## config.mk

```make
export PLATFORM = sky130hd
export DESIGN_NAME = delta_vector_stream_decoder_unit
export DESIGN_NICKNAME = d
export VERILOG_FILES = /design/src/rtl/dvsd_pkg.sv /design/src/rtl/dvsd_decode.sv /design/src/rtl/delta_vector_stream_decoder_unit.sv
export SDC_FILE = /design/constraint.sdc
export NUM_CORES = 1
export LEC_CHECK = 0
export BUFFER_PORTS_ARGS = -buffer_cell sky130_fd_sc_hd__buf_2
export CORE_UTILIZATION = 55
export DETAILED_ROUTE_END_ITERATION = 8
export PLACE_DENSITY = 0.74
export SLEW_MARGIN = 20
export SYNTH_ARGS = -nofsm -noshare
export SYNTH_HDL_FRONTEND = slang
export SYNTH_SLANG_ARGS = --single-unit
```

## constraint.sdc

```tcl
create_clock -name clk -period 9.6 [get_ports clk]
set_clock_uncertainty 0.15 [all_clocks]
set_input_delay 1.44 -clock clk [delete_from_list [all_inputs] [get_ports clk]]
set_output_delay 1.44 -clock clk [all_outputs]
set_load 0.02 [all_outputs]
```

## src/rtl/dvsd_pkg.sv

```systemverilog
// Shared types and constants for the delta vector stream decoder.
package dvsd_pkg;

	localparam logic [7:0]  MAX_PART_INDEX = 8'd63;
	localparam logic [7:0]  SEL_MASK       = 8'h70;
	localparam logic [7:0]  PAD_FLAG       = 8'h80;
	localparam logic [7:0]  NIBBLE_MASK    = 8'h0f;
	localparam logic [15:0] PAD_DEFAULT    = 16'h5aa5;
	localparam int          GATHER_DEPTH   = 7;

	typedef enum logic [1:0] {
		PH_IDLE,
		PH_RAW,
		PH_CTRL,
		PH_DATA
	} phase_t;

	// Forms selected by control bits 6:4
	typedef enum logic [2:0] {
		FORM_ZERO,
		FORM_X4,
		FORM_Y4,
		FORM_Z4,
		FORM_XYZ4,
		FORM_767,
		FORM_999,
		FORM_12
	} form_t;

	typedef logic [GATHER_DEPTH-1:0][7:0] gbytes_t;

	typedef struct packed {
		logic [7:0] byte_value;
		logic       frame_start;
		logic       raw_header;
	} byte_req_t;

	typedef struct packed {
		logic [5:0]         part_index;
		logic signed [15:0] vec_x;
		logic signed [15:0] vec_y;
		logic signed [15:0] vec_z;
		logic [15:0]        pad_word;
		logic               last_part;
	} part_req_t;

	typedef struct packed {
		logic signed [15:0] x;
		logic signed [15:0] y;
		logic signed [15:0] z;
		logic [15:0]        pad;
	} vec_t;

endpackage

```

## src/rtl/dvsd_decode.sv

```systemverilog
// Variable-length part decoder: control byte plus gathered bytes to a vector.
module dvsd_decode (
	input  logic [7:0]       ctrl,
	input  dvsd_pkg::gbytes_t bytes,
	input  logic             first_part,
	output dvsd_pkg::vec_t   vec
);

	logic [2:0] sel;
	logic [2:0] dl;
	logic [6:0] f7x;
	logic [5:0] f6y;
	logic [6:0] f7z;
	logic [8:0] f9x;
	logic [8:0] f9y;
	logic [8:0] f9z;
	logic [11:0] f12x;
	logic [11:0] f12y;
	logic [11:0] f12z;
	logic [15:0] nib;

	assign sel = 3'((ctrl & dvsd_pkg::SEL_MASK) >> 4);
	assign dl  = (sel >= 3'd4) ? sel - 3'd3 : 3'd0;
	assign nib = {{12{ctrl[3]}}, ctrl[3:0]};

	assign f7x  = {ctrl[3:0], bytes[0][7:5]};
	assign f6y  = {bytes[0][4:0], bytes[1][7]};
	assign f7z  = bytes[1][6:0];
	assign f9x  = {ctrl[3:0], bytes[0][7:3]};
	assign f9y  = {bytes[0][2:0], bytes[1][7:2]};
	assign f9z  = {bytes[1][1:0], bytes[2][7:1]};
	assign f12x = {ctrl[3:0], bytes[0]};
	assign f12y = {bytes[1], bytes[2][7:4]};
	assign f12z = {bytes[2][3:0], bytes[3]};

	always_comb begin
		vec.x = '0;
		vec.y = '0;
		vec.z = '0;
		case (dvsd_pkg::form_t'(sel))
			dvsd_pkg::FORM_ZERO: begin
			end
			dvsd_pkg::FORM_X4: vec.x = nib;
			dvsd_pkg::FORM_Y4: vec.y = nib;
			dvsd_pkg::FORM_Z4: vec.z = nib;
			dvsd_pkg::FORM_XYZ4: begin
				vec.x = nib;
				vec.y = {{12{bytes[0][7]}}, bytes[0][7:4]};
				vec.z = {{12{bytes[0][3]}}, bytes[0][3:0]};
			end
			dvsd_pkg::FORM_767: begin
				vec.x = {{9{f7x[6]}}, f7x};
				vec.y = {{10{f6y[5]}}, f6y};
				vec.z = {{9{f7z[6]}}, f7z};
			end
			dvsd_pkg::FORM_999: begin
				vec.x = {{7{f9x[8]}}, f9x};
				vec.y = {{7{f9y[8]}}, f9y};
				vec.z = {{7{f9z[8]}}, f9z};
			end
			default: begin
				vec.x = {{4{f12x[11]}}, f12x};
				vec.y = {{4{f12y[11]}}, f12y};
				vec.z = {{4{f12z[11]}}, f12z};
			end
		endcase

		// pad low byte follows the data bytes, high byte only on part 0
		if ((ctrl & dvsd_pkg::PAD_FLAG) != 8'h00) begin
			vec.pad = {8'h00, bytes[dl]};
			if (first_part) begin
				vec.pad[15:8] = bytes[dl + 3'd1];
			end
		end else begin
			vec.pad = dvsd_pkg::PAD_DEFAULT;
		end
	end

endmodule

```

## src/rtl/delta_vector_stream_decoder_unit.sv

```systemverilog
// Top level of the delta vector stream decoder.
//
// Usage: bytes of a compressed frame stream enter on the byte channel, one
// request per byte (byte_valid/byte_stall, payload byte_data). A byte with
// frame_start set opens a new frame and aborts any frame in progress; with
// raw_header also set, part 0 is eight raw little-endian bytes. Bytes seen
// between frames are dropped. Each completed part leaves on the part channel
// (part_valid/part_stall, payload part_data), the final part of the frame
// flagged with last_part. The user writes part_count on the cfg channel only
// while the block is idle; the block does not enforce this. cfg_ready is always high.
// Throughput: one byte per cycle while byte_stall is low. Each byte updates
// the parse state in the cycle it is taken; the part it completes is registered
// into the output register, or into the skid register while the output stalls.
// A stalled output is held in the output register while one further result
// goes into a skid register; byte_stall rises only while the skid register
// is full, and falls as soon as the receiver drains it.
// Reset clears part_count, the parse state and both output valids; the block
// then waits for a frame_start byte.
module delta_vector_stream_decoder_unit (
	input  logic                clk,
	input  logic                arst_n,
	input  logic                cfg_valid,
	output logic                cfg_ready,
	input  logic [5:0]          cfg_data,
	input  logic                byte_valid,
	output logic                byte_stall,
	input  dvsd_pkg::byte_req_t byte_data,
	output logic                part_valid,
	input  logic                part_stall,
	output dvsd_pkg::part_req_t part_data
);

	dvsd_pkg::phase_t  phase_q, phase_n;
	logic [5:0]        part_q, part_n;
	logic [7:0]        ctrl_q, ctrl_n;
	logic [2:0]        cnt_q, cnt_n;
	logic [5:0]        part_count_q;
	dvsd_pkg::gbytes_t gath_q;

	logic              in_fire;
	logic              out_take;
	logic              out_valid_q;
	logic              skid_valid_q;
	dvsd_pkg::part_req_t out_q;
	dvsd_pkg::part_req_t skid_q;

	logic [5:0]        last_idx;
	logic [5:0]        part_eff;
	logic              g_we;
	logic [2:0]        g_idx;
	logic              do_emit;
	logic              use_raw;
	logic              is_last;
	logic              res_valid;
	dvsd_pkg::part_req_t res;
	logic [7:0]        dec_ctrl;
	dvsd_pkg::gbytes_t dec_bytes;
	dvsd_pkg::vec_t    dec_vec;
	logic [7:0]        v;

	function automatic logic [2:0] need_len(input logic [7:0] c, input logic first);
		logic [2:0] sel;
		logic [2:0] n;
		sel = 3'((c & dvsd_pkg::SEL_MASK) >> 4);
		n   = (sel >= 3'd4) ? sel - 3'd3 : 3'd0;
		if ((c & dvsd_pkg::PAD_FLAG) != 8'h00) begin
			n = n + (first ? 3'd2 : 3'd1);
		end
		return n;
	endfunction

	assign cfg_ready  = 1'b1;
	assign byte_stall = skid_valid_q;
	assign in_fire    = byte_valid && !byte_stall;
	assign out_take   = out_valid_q && !part_stall;
	assign part_valid = out_valid_q;
	assign part_data  = out_q;
	assign v          = byte_data.byte_value;

	assign last_idx = ({2'b00, part_count_q} > dvsd_pkg::MAX_PART_INDEX) ?
		dvsd_pkg::MAX_PART_INDEX[5:0] : part_count_q;
	assign part_eff = byte_data.frame_start ? 6'd0 : part_q;

	// replace the entry at the current count with the arriving byte
	always_comb begin
		for (int i = 0; i < dvsd_pkg::GATHER_DEPTH; i++) begin
			dec_bytes[i] = (3'(i) == cnt_q) ? v : gath_q[i];
		end
	end

	dvsd_decode u_decode (
		.ctrl       (dec_ctrl),
		.bytes      (dec_bytes),
		.first_part (part_eff == 6'd0),
		.vec        (dec_vec)
	);

	always_comb begin
		phase_n  = phase_q;
		part_n   = part_q;
		ctrl_n   = ctrl_q;
		cnt_n    = cnt_q;
		g_we     = 1'b0;
		g_idx    = cnt_q;
		do_emit  = 1'b0;
		use_raw  = 1'b0;
		dec_ctrl = ctrl_q;

		if (in_fire) begin
			if (byte_data.frame_start) begin
				part_n = 6'd0;
				cnt_n  = 3'd0;
				if (byte_data.raw_header) begin
					g_we    = 1'b1;
					g_idx   = 3'd0;
					cnt_n   = 3'd1;
					phase_n = dvsd_pkg::PH_RAW;
				end else begin
					dec_ctrl = v;
					ctrl_n   = v;
					if (need_len(v, 1'b1) == 3'd0) begin
						do_emit = 1'b1;
					end else begin
						phase_n = dvsd_pkg::PH_DATA;
					end
				end
			end else begin
				case (phase_q)
					dvsd_pkg::PH_RAW: begin
						if (cnt_q < 3'd7) begin
							g_we  = 1'b1;
							cnt_n = cnt_q + 3'd1;
						end else begin
							do_emit = 1'b1;
							use_raw = 1'b1;
						end
					end
					dvsd_pkg::PH_CTRL: begin
						dec_ctrl = v;
						ctrl_n   = v;
						cnt_n    = 3'd0;
						if (need_len(v, part_q == 6'd0) == 3'd0) begin
							do_emit = 1'b1;
						end else begin
							phase_n = dvsd_pkg::PH_DATA;
						end
					end
					dvsd_pkg::PH_DATA: begin
						if ({1'b0, cnt_q} + 4'd1 < {1'b0, need_len(ctrl_q, part_q == 6'd0)}) begin
							g_we  = 1'b1;
							cnt_n = cnt_q + 3'd1;
						end else begin
							do_emit = 1'b1;
						end
					end
					default: begin
						// drop bytes outside a frame
					end
				endcase
			end
		end

		is_last = part_eff >= last_idx;
		if (do_emit) begin
			cnt_n = 3'd0;
			if (is_last) begin
				phase_n = dvsd_pkg::PH_IDLE;
			end else begin
				part_n  = part_eff + 6'd1;
				phase_n = dvsd_pkg::PH_CTRL;
			end
		end

		res_valid      = do_emit;
		res.part_index = part_eff;
		res.last_part  = is_last;
		if (use_raw) begin
			res.vec_x    = {gath_q[1], gath_q[0]};
			res.vec_y    = {gath_q[3], gath_q[2]};
			res.vec_z    = {gath_q[5], gath_q[4]};
			res.pad_word = {v, gath_q[6]};
		end else begin
			res.vec_x    = dec_vec.x;
			res.vec_y    = dec_vec.y;
			res.vec_z    = dec_vec.z;
			res.pad_word = dec_vec.pad;
		end
	end

	always_ff @(posedge clk or negedge arst_n) begin
		if (!arst_n) begin
			phase_q      <= dvsd_pkg::PH_IDLE;
			part_q       <= 6'd0;
			ctrl_q       <= 8'd0;
			cnt_q        <= 3'd0;
			part_count_q <= 6'd0;
		end else begin
			phase_q <= phase_n;
			part_q  <= part_n;
			ctrl_q  <= ctrl_n;
			cnt_q   <= cnt_n;
			if (cfg_valid && cfg_ready) begin
				part_count_q <= cfg_data;
			end
		end
	end

	always_ff @(posedge clk) begin
		if (g_we) begin
			gath_q[g_idx] <= v;
		end
	end

	// output register with one skid entry
	always_ff @(posedge clk or negedge arst_n) begin
		if (!arst_n) begin
			out_valid_q  <= 1'b0;
			skid_valid_q <= 1'b0;
		end else if (skid_valid_q) begin
			if (out_take) begin
				skid_valid_q <= 1'b0;
			end
		end else if (res_valid) begin
			if (out_valid_q && !out_take) begin
				skid_valid_q <= 1'b1;
			end else begin
				out_valid_q <= 1'b1;
			end
		end else if (out_take) begin
			out_valid_q <= 1'b0;
		end
	end

	always_ff @(posedge clk) begin
		if (skid_valid_q) begin
			if (out_take) begin
				out_q <= skid_q;
			end
		end else if (res_valid) begin
			if (out_valid_q && !out_take) begin
				skid_q <= res;
			end else begin
				out_q <= res;
			end
		end
	end

	a_skid_needs_out: assert property (@(posedge clk) disable iff (!arst_n)
		skid_valid_q |-> out_valid_q)
		else $error("skid entry held without a valid output");

	a_last_goes_idle: assert property (@(posedge clk) disable iff (!arst_n)
		(res_valid && res.last_part) |=> (phase_q == dvsd_pkg::PH_IDLE))
		else $error("parser not idle after last part");

	a_data_count: assert property (@(posedge clk) disable iff (!arst_n)
		(phase_q == dvsd_pkg::PH_DATA) |-> (cnt_q <= 3'd5))
		else $error("gather count past longest coded part");

	a_emit_clears_count: assert property (@(posedge clk) disable iff (!arst_n)
		res_valid |=> (cnt_q == 3'd0))
		else $error("gather count not cleared after a part");

endmodule

```

After elaboration in Yosys (flattened, before gate mapping):

Cells that the tools add are included.

* bitwise operators: 1
* $add $sub $neg: 10
* reduce and logical (&&, ||, !) cells: 27
* order comparisons: 10
* muxes and demuxes: 90
* eq/ne operators: 22

Operators with widths (count)
* 2-to-1 mux 71 bit: 4
* case mux 16 bit (5 select lines): 2
* 2-to-1 mux 8 bit: 15
* 2-to-1 mux 3 bit: 23
* 2-to-1 mux 64 bit: 1
* case mux 16 bit (4 select lines): 1
* bitwise mux 56 bit: 1
* binary-select mux 8 bit (select 3 bit): 2
* demux 8 bit (select 3 bit): 1
* 2-to-1 mux 6 bit: 4
* 2-to-1 mux 1 bit: 23
* 2-to-1 mux 2 bit: 9
* 2-to-1 mux 16 bit: 1
* zero test 3 bit: 4
* zero test 6 bit: 2
* < comparator 3 x 4 -> 1 bit, second input constant: 3
* != test 4 bit, second input constant: 3
* == test 3 bit, first input constant: 3
* == test 3 bit, second input constant: 3
* >= comparator 3 bit, second input constant: 3
* case mux 3 bit (3 select lines): 1
* AND reduction 3 bit: 3
* OR reduction 3 bit: 3
* subtractor 3 x 2 -> 3 bit, second input constant: 3
* 28 further kinds: 42

* output and inout port bits: 74
* register bits: 225
* bits of input ports: 21

Longest topological paths before layout:

* depth in word-level cells: 15
* gate-level depth with buffers: 16
* mapped depth without buffers: 15

Hierarchy:

A second synthesis with hierarchy kept.

* cells, all modules: 949
* area, all modules: 12240.5 µm²

By module, submodules not included
* delta_vector_stream_decoder_unit: times used 1, area an instance 10167.3 µm², cells an instance 633
* dvsd_decode: times used 1, area an instance 2073.2 µm², cells an instance 316

Worst setup path after synthesis:

No wires, ideal clock.

* kind: input to register
* start: in byte_data[6] (netlist name)
* end: reg out_q (netlist bit part_data[0]) (enable)
* data arrival time: 7190 ps
* library setup time: 532 ps
* required time: 8918 ps
* stages on the path: 11
* path slack: 1728 ps
* cells stage by stage: clkbuf_1 -> inv_1 -> ha_1 -> and2_1 -> fa_1 -> o21ai_0 -> o21ai_0 -> nor3b_1 -> a211oi_2 -> or2_2 -> a22oi_1

* longest elaborated chain between the ends: 14
* elaborated cells on any way between the ends: 23

RTL lines
* start, declared: line delta_vector_stream_decoder_unit.sv:27 `input dvsd_pkg::byte_req_t byte_data,`
* subtractor 3 x 2 -> 3 bit or >= comparator 3 bit (tied branches): line delta_vector_stream_decoder_unit.sv:65 `n = (sel >= 3'd4) ? sel - 3'd3 : 3'd0;`
* 2-to-1 mux 3 bit *: line delta_vector_stream_decoder_unit.sv:65
* adder 3 bit or adder 3 x 2 -> 3 bit (tied branches): line delta_vector_stream_decoder_unit.sv:67 `n = n + (first ? 3'd2 : 3'd1);`
* 2-to-1 mux 3 bit: line delta_vector_stream_decoder_unit.sv:66 `if ((c & dvsd_pkg::PAD_FLAG) != 8'h00) begin`
* 2-to-1 mux 3 bit (on tied branches): line delta_vector_stream_decoder_unit.sv:128, delta_vector_stream_decoder_unit.sv:113
* 2-to-1 mux 3 bit: line delta_vector_stream_decoder_unit.sv:110 `if (byte_data.frame_start) begin`
* 2-to-1 mux 3 bit: line delta_vector_stream_decoder_unit.sv:109 `if (in_fire) begin`
* zero test 3 bit (on tied branches): line delta_vector_stream_decoder_unit.sv:142, delta_vector_stream_decoder_unit.sv:121
* 2-to-1 mux 1 bit (on tied branches): line delta_vector_stream_decoder_unit.sv:142, delta_vector_stream_decoder_unit.sv:121
* case mux 1 bit (3 select lines) or 2-to-1 mux 1 bit (tied branches): line delta_vector_stream_decoder_unit.sv:128, delta_vector_stream_decoder_unit.sv:113
* 2-to-1 mux 1 bit *: line delta_vector_stream_decoder_unit.sv:110
* 2-to-1 mux 1 bit *: line delta_vector_stream_decoder_unit.sv:109
* nonzero test 2 bit (no source line) *
* AND reduction 3 bit (no source line) *
* end signal, assigned: line delta_vector_stream_decoder_unit.sv:237 `out_q <= skid_q;`
* end signal, assigned: line delta_vector_stream_decoder_unit.sv:243 `out_q <= res;`
* end, declared: line delta_vector_stream_decoder_unit.sv:44 `dvsd_pkg::part_req_t out_q;`

Mark *: on every way between the ends. The rest lies on a longest branch, timed or not. The select of a mux whose other input is x is not followed.
A chain may end at the register's enable or synchronous reset.

Worst setup path after layout:

* start: reg part_q[2]
* end: reg skid_q[15] (netlist name) (enable)

* longest elaborated chain between the ends: 13
* elaborated cells on any way between the ends: 20

RTL lines
* start, declared: line delta_vector_stream_decoder_unit.sv:34 `logic [5:0] part_q, part_n;`
* start signal, assigned: line delta_vector_stream_decoder_unit.sv:199 `part_q <= part_n;`
* zero test 6 bit *: line delta_vector_stream_decoder_unit.sv:142, delta_vector_stream_decoder_unit.sv:149
* 2-to-1 mux 2 bit *: line delta_vector_stream_decoder_unit.sv:67
* adder 3 x 2 -> 3 bit or adder 3 bit (tied branches): line delta_vector_stream_decoder_unit.sv:67
* 2-to-1 mux 3 bit: line delta_vector_stream_decoder_unit.sv:66
* 2-to-1 mux 3 bit: line delta_vector_stream_decoder_unit.sv:128 `case (phase_q)`
* 2-to-1 mux 3 bit: line delta_vector_stream_decoder_unit.sv:110
* 2-to-1 mux 3 bit: line delta_vector_stream_decoder_unit.sv:109
* < comparator 4 x 3 -> 1 bit or zero test 3 bit (tied branches): line delta_vector_stream_decoder_unit.sv:149, delta_vector_stream_decoder_unit.sv:142
* 2-to-1 mux 1 bit (on tied branches): line delta_vector_stream_decoder_unit.sv:149, delta_vector_stream_decoder_unit.sv:142
* case mux 1 bit (3 select lines) *: line delta_vector_stream_decoder_unit.sv:128
* 2-to-1 mux 1 bit *: line delta_vector_stream_decoder_unit.sv:110
* 2-to-1 mux 1 bit *: line delta_vector_stream_decoder_unit.sv:109
* AND reduction 3 bit (no source line) *
* end signal, assigned: line delta_vector_stream_decoder_unit.sv:241 `skid_q <= res;`
* end, declared: line delta_vector_stream_decoder_unit.sv:45 `dvsd_pkg::part_req_t skid_q;`

Marked as above.

==> metrics.md <==
| Metric | Value |
|---|---|
| Clock period minus worst slack | 5.79 ns |
| Max-cap viol count | 0 |
| Area fraction in compound gates after synthesis | 0.181 |
| WL per Instance | 28.0 um |
| Fin area | 14200 um2 |
| Clk root buf | clkbuf_16 |
| CP startpoint kind | flop |
| Min-Delay Path Depth | 2 |
| Busiest grt layer | met2 |
| Largest family of logic cells by synthesized area | compound AO/OA/AOI/OAI gates |
| Pre-Repair DR Iteration Count | 5 |
| RePlAce Congestion | about 1.1 |
| Distinct cells, synth | between 80 and 90 |
| Reg2reg setup slack | roughly 3.8 ns |
| CTS tree | yes |
| Core Util, Final | 0.625 |
| PD cells | ~360 nW/um2 |
| Post-CTS Resized | 0 |
| HP Class | flop to flop |
| Final ANT Viol Nets | 0 |
| Critical path type | flop to flop |
| Asr flop ratio synth | 0.120 |
| Clock-pin slew on the worst setup and hold paths | around 0.060 ns |
| Total Neg Setup Slack | 0 ns |
| Min-delay src | skid_q[3]$_DFFE_PP_ |
| Part of the power in combinational logic | 0.522 |
| Slew margin rel. | 0.168 |
| Port Buffers | 93 |
| DR vias/cell | about 6.6 |
| Run status | complete, no violations |
| P_sw | 2.23 mW |
| Largest net degree at the start of global routing | 50 |
| Fmax | roughly 170 MHz |
| CP Capture Type | flop |
| Clock latency on the worst-skew pair | 0.53 ns |
| Height of the die | ~150 um |
| Starting density of the core | 0.563 |
| Leak | 5.39 nW |
| Slowest cell on crit path | and3_2 |
| Data required, critical path | about 9.6 ns |
| Synth Area in Simple Gates | 0.135 |
| Routed WL | 44400 um |
| Part of the power in registers | 0.301 |
| Io pins | between 90 and 100 |
| Reg2reg end | skid_q[15]$_DFFE_PP_ |
| Xor/xnor share of the synthesized area | 0.00273 |
| Slew at the pin closest to its max-slew limit | between 1 and 1.5 ns |
| Antenna violations before repair | 0 |
| Adder-cell share of the synthesized area | 0.0334 |
| FF+latch count, synth | 225 |
| Total track usage | 0.374 |
| Hold-fix buffers at CTS | 0 |
| H-tree Lvls | 1 |
| Post-Syn Nets | 1250 |
| Worst-path fanout max | 45 |
| Placement Rows | 55 |
| NumNets Final | 1306 |
| Crit path cell chain | or4_1 > nor3_1 > inv_1 > ha_1 > fa_1 > mux2i_1 > ha_1 > o21ai_0 > o21ai_0 > a211oi_2 > nor2_1 > and3_2 > buf_4 |
| FF-to-FF Start | part_q[2]$_DFF_PN0_ |
| Number of global-route vias before repair | 10100 |
| Die W | about 150 um |
| Ys flop type | edfxtp_1 |
| Arr. time, crit path | between 5 and 6 ns |
| Fillers | 1870 |
| Cells after Synth | between 1000 and 1500 |
| Switching part of the total | 0.437 |
| Final setup fails | 0 |
| First-pass GRT wire length | 65700 um |
| Period utilization | 0.604 |
| Met3 usage | 0.0768 |
| Reg2Reg Depth | 13 |
| DRC errors left | 0 |
| DIE AREA | around 24000 um2 |
| Met1 GRT Util | 0.503 |
| Post-CTS Setup Inserts | 0 |
| Initial drt markers | about 1000 |
| Layout cells sized above 1 | 0.188 |
| Post-synth EDFFs | 198 |
| Gr ovfl total | 0 |
| Syn avg cell area | approximately 11 um2 |
| VDD IR max | between 300 and 400 uV |
| Post-DP HPWL | approximately 31000 um |
| Warnings from Yosys | 0 |
| Hold Path End | part_data[3]$_DFFE_PP_ |
| Total number of vias | 10500 |
| Sequential area share after synthesis | 0.517 |
| Placed inst area | 13500 um2 |
| Multiplexer area fraction after synthesis | 0.0920 |
| Clock power share | 0.177 |
| Met2 usage | 0.580 |
| Max-slew violation count | 0 |
| Final-report hold violation count | 0 |
| Clock sinks | 225 |
| Crit path largest cell delay | roughly 0.68 ns |
| Post-Syn Area | approximately 13000 um2 |
| Area Overhead vs Synth | 11.2% |
| Core ar. | 22800 um2 |
| Pint | around 2.9 mW |
| Num CTS Buffers | 23 |
| Clock buffer depth | 3 |
| RSZ-0062 raised after global routing | no |
critical path: cells and delay by family (launching register included):
kind | cells | cell delay [ns]
compound gates | 3 | 0.66
fa+ha+maj | 3 | 1.03
buf+inv | 2 | 0.81
flops | 1 | 0.45
mux | 1 | 0.08
simple gates | 4 | 2.15
cell usage in the layout, fill, tap and decap left out, types with 18 or more instances in the layout:
cell,netlist,routed
o21ai_0,62,62
clkbuf_16,0,23
a211oi_1,21,21
o22ai_1,20,20
mux2i_1,48,48
o211ai_1,25,25
ha_1,31,31
nor3_1,33,31
buf_2,17,93
a21oi_1,48,48
nor2_1,82,81
buf_4,2,18
nand2_1,149,149
edfxtp_1,198,198
dfrtp_1,27,27
mux2_2,61,61
inv_1,43,42
nand3_1,28,28
cell usage after synthesis, types with 17 or more instances:
library cell  count  area [um2]
edfxtp_1        198        5950
nand2_1         149         559
nor2_1           82         308
o21ai_0          62         310
mux2_2           61         687
clkbuf_1         55         206
a21oi_1          48         240
mux2i_1          48         480
inv_1            43         161
nor3_1           33         165
ha_1             31         388
nand3_1          28         140
dfrtp_1          27         676
o211ai_1         25         188
a211oi_1         21         158
o22ai_1          20         125
a31oi_1          17         106
buf_2            17        85.1
nand2b_1         17         106
o31ai_1          17         128
power by group through the flow:
stage / Clock [mW] / Combinational [mW] / Sequential [mW]
final: 0.901 / 2.66 / 1.53
after detailed placement: 0 / 2.58 / 1.55
after CTS: 0.909 / 2.60 / 1.53
after floorplan: 0 / 1.61 / 1.68
after global placement: 0 / 2.55 / 1.55
after global routing: 0.940 / 2.83 / 1.55
kinds of logic (layout without fill, tap and decap cells):
kind of cell,count (synthesis),after routing
XOR/XNOR,4,4
adder cells (fa/ha/maj),33,33
other,1,2
multiplexers,110,110
flip-flops,225,225
buffers and inverters,124,196
AO/OA/AOI/OAI,325,325
AND/OR/NAND/NOR,374,374
worst max-delay path by stage:
stage | startpoint | end | slack, ns
floorplan | byte_data[6] | part_data[0]$_DFFE_PP_ | 1.73
global placement | byte_data[6] | skid_q[9]$_DFFE_PP_ | 3.49
detailed placement | byte_data[6] | skid_q[5]$_DFFE_PP_ | 3.33
CTS | part_q[2]$_DFF_PN0_ | skid_q[53]$_DFFE_PP_ | 3.78
global route | part_q[2]$_DFF_PN0_ | skid_q[11]$_DFFE_PP_ | 3.48
finish | part_q[2]$_DFF_PN0_ | skid_q[15]$_DFFE_PP_ | 3.81
cell type report:
cell class / count / area [um2] / area share
inverter: 44 / 165 / 0.0116
multi-input combinational: 847 / 5720 / 0.402
sequential: 225 / 6620 / 0.465
tap: 313 / 392 / 0.0275
antenna: 1 / 2.50 / 0.000176
clock buffer: 27 / 591 / 0.0415
timing repair buffer: 111 / 601 / 0.0422
clock inverter: 14 / 149 / 0.0105
per-stage QoR:
step | hold WS [ns] | total power [mW] | cells | setup WS, ns
detailed placement | 0.357 | 4.13 | 1540 | 3.33
finish | 0.379 | 5.09 | 1582 | 3.81
global route | 0.400 | 5.32 | 1581 | 3.48
floorplan | 0.337 | 3.30 | 1196 | 1.73
global placement | 0.353 | 4.10 | 1540 | 3.49
CTS | 0.380 | 5.04 | 1581 | 3.78
sequential cells by signal (all words and copies together), names as in the netlist:
register,count
skid_q,71
part_data,71
last_idx,6
cnt_q,3
gath_q,56
part_valid,1
part_q,6
phase_q,2
byte_stall,1
ctrl_q,8
metal layers:
| metal | vias up | routed length, um |
|---|---|---|
| met1 | 5126 | 18100 |
| met2 | 600 | 20100 |
| li1 | 4651 | - |
| met4 | 0 | 2330 |
| met3 | 124 | 3810 |
| met5 | - | 0 |
Note: power is estimated with default switching activity, not from simulation.
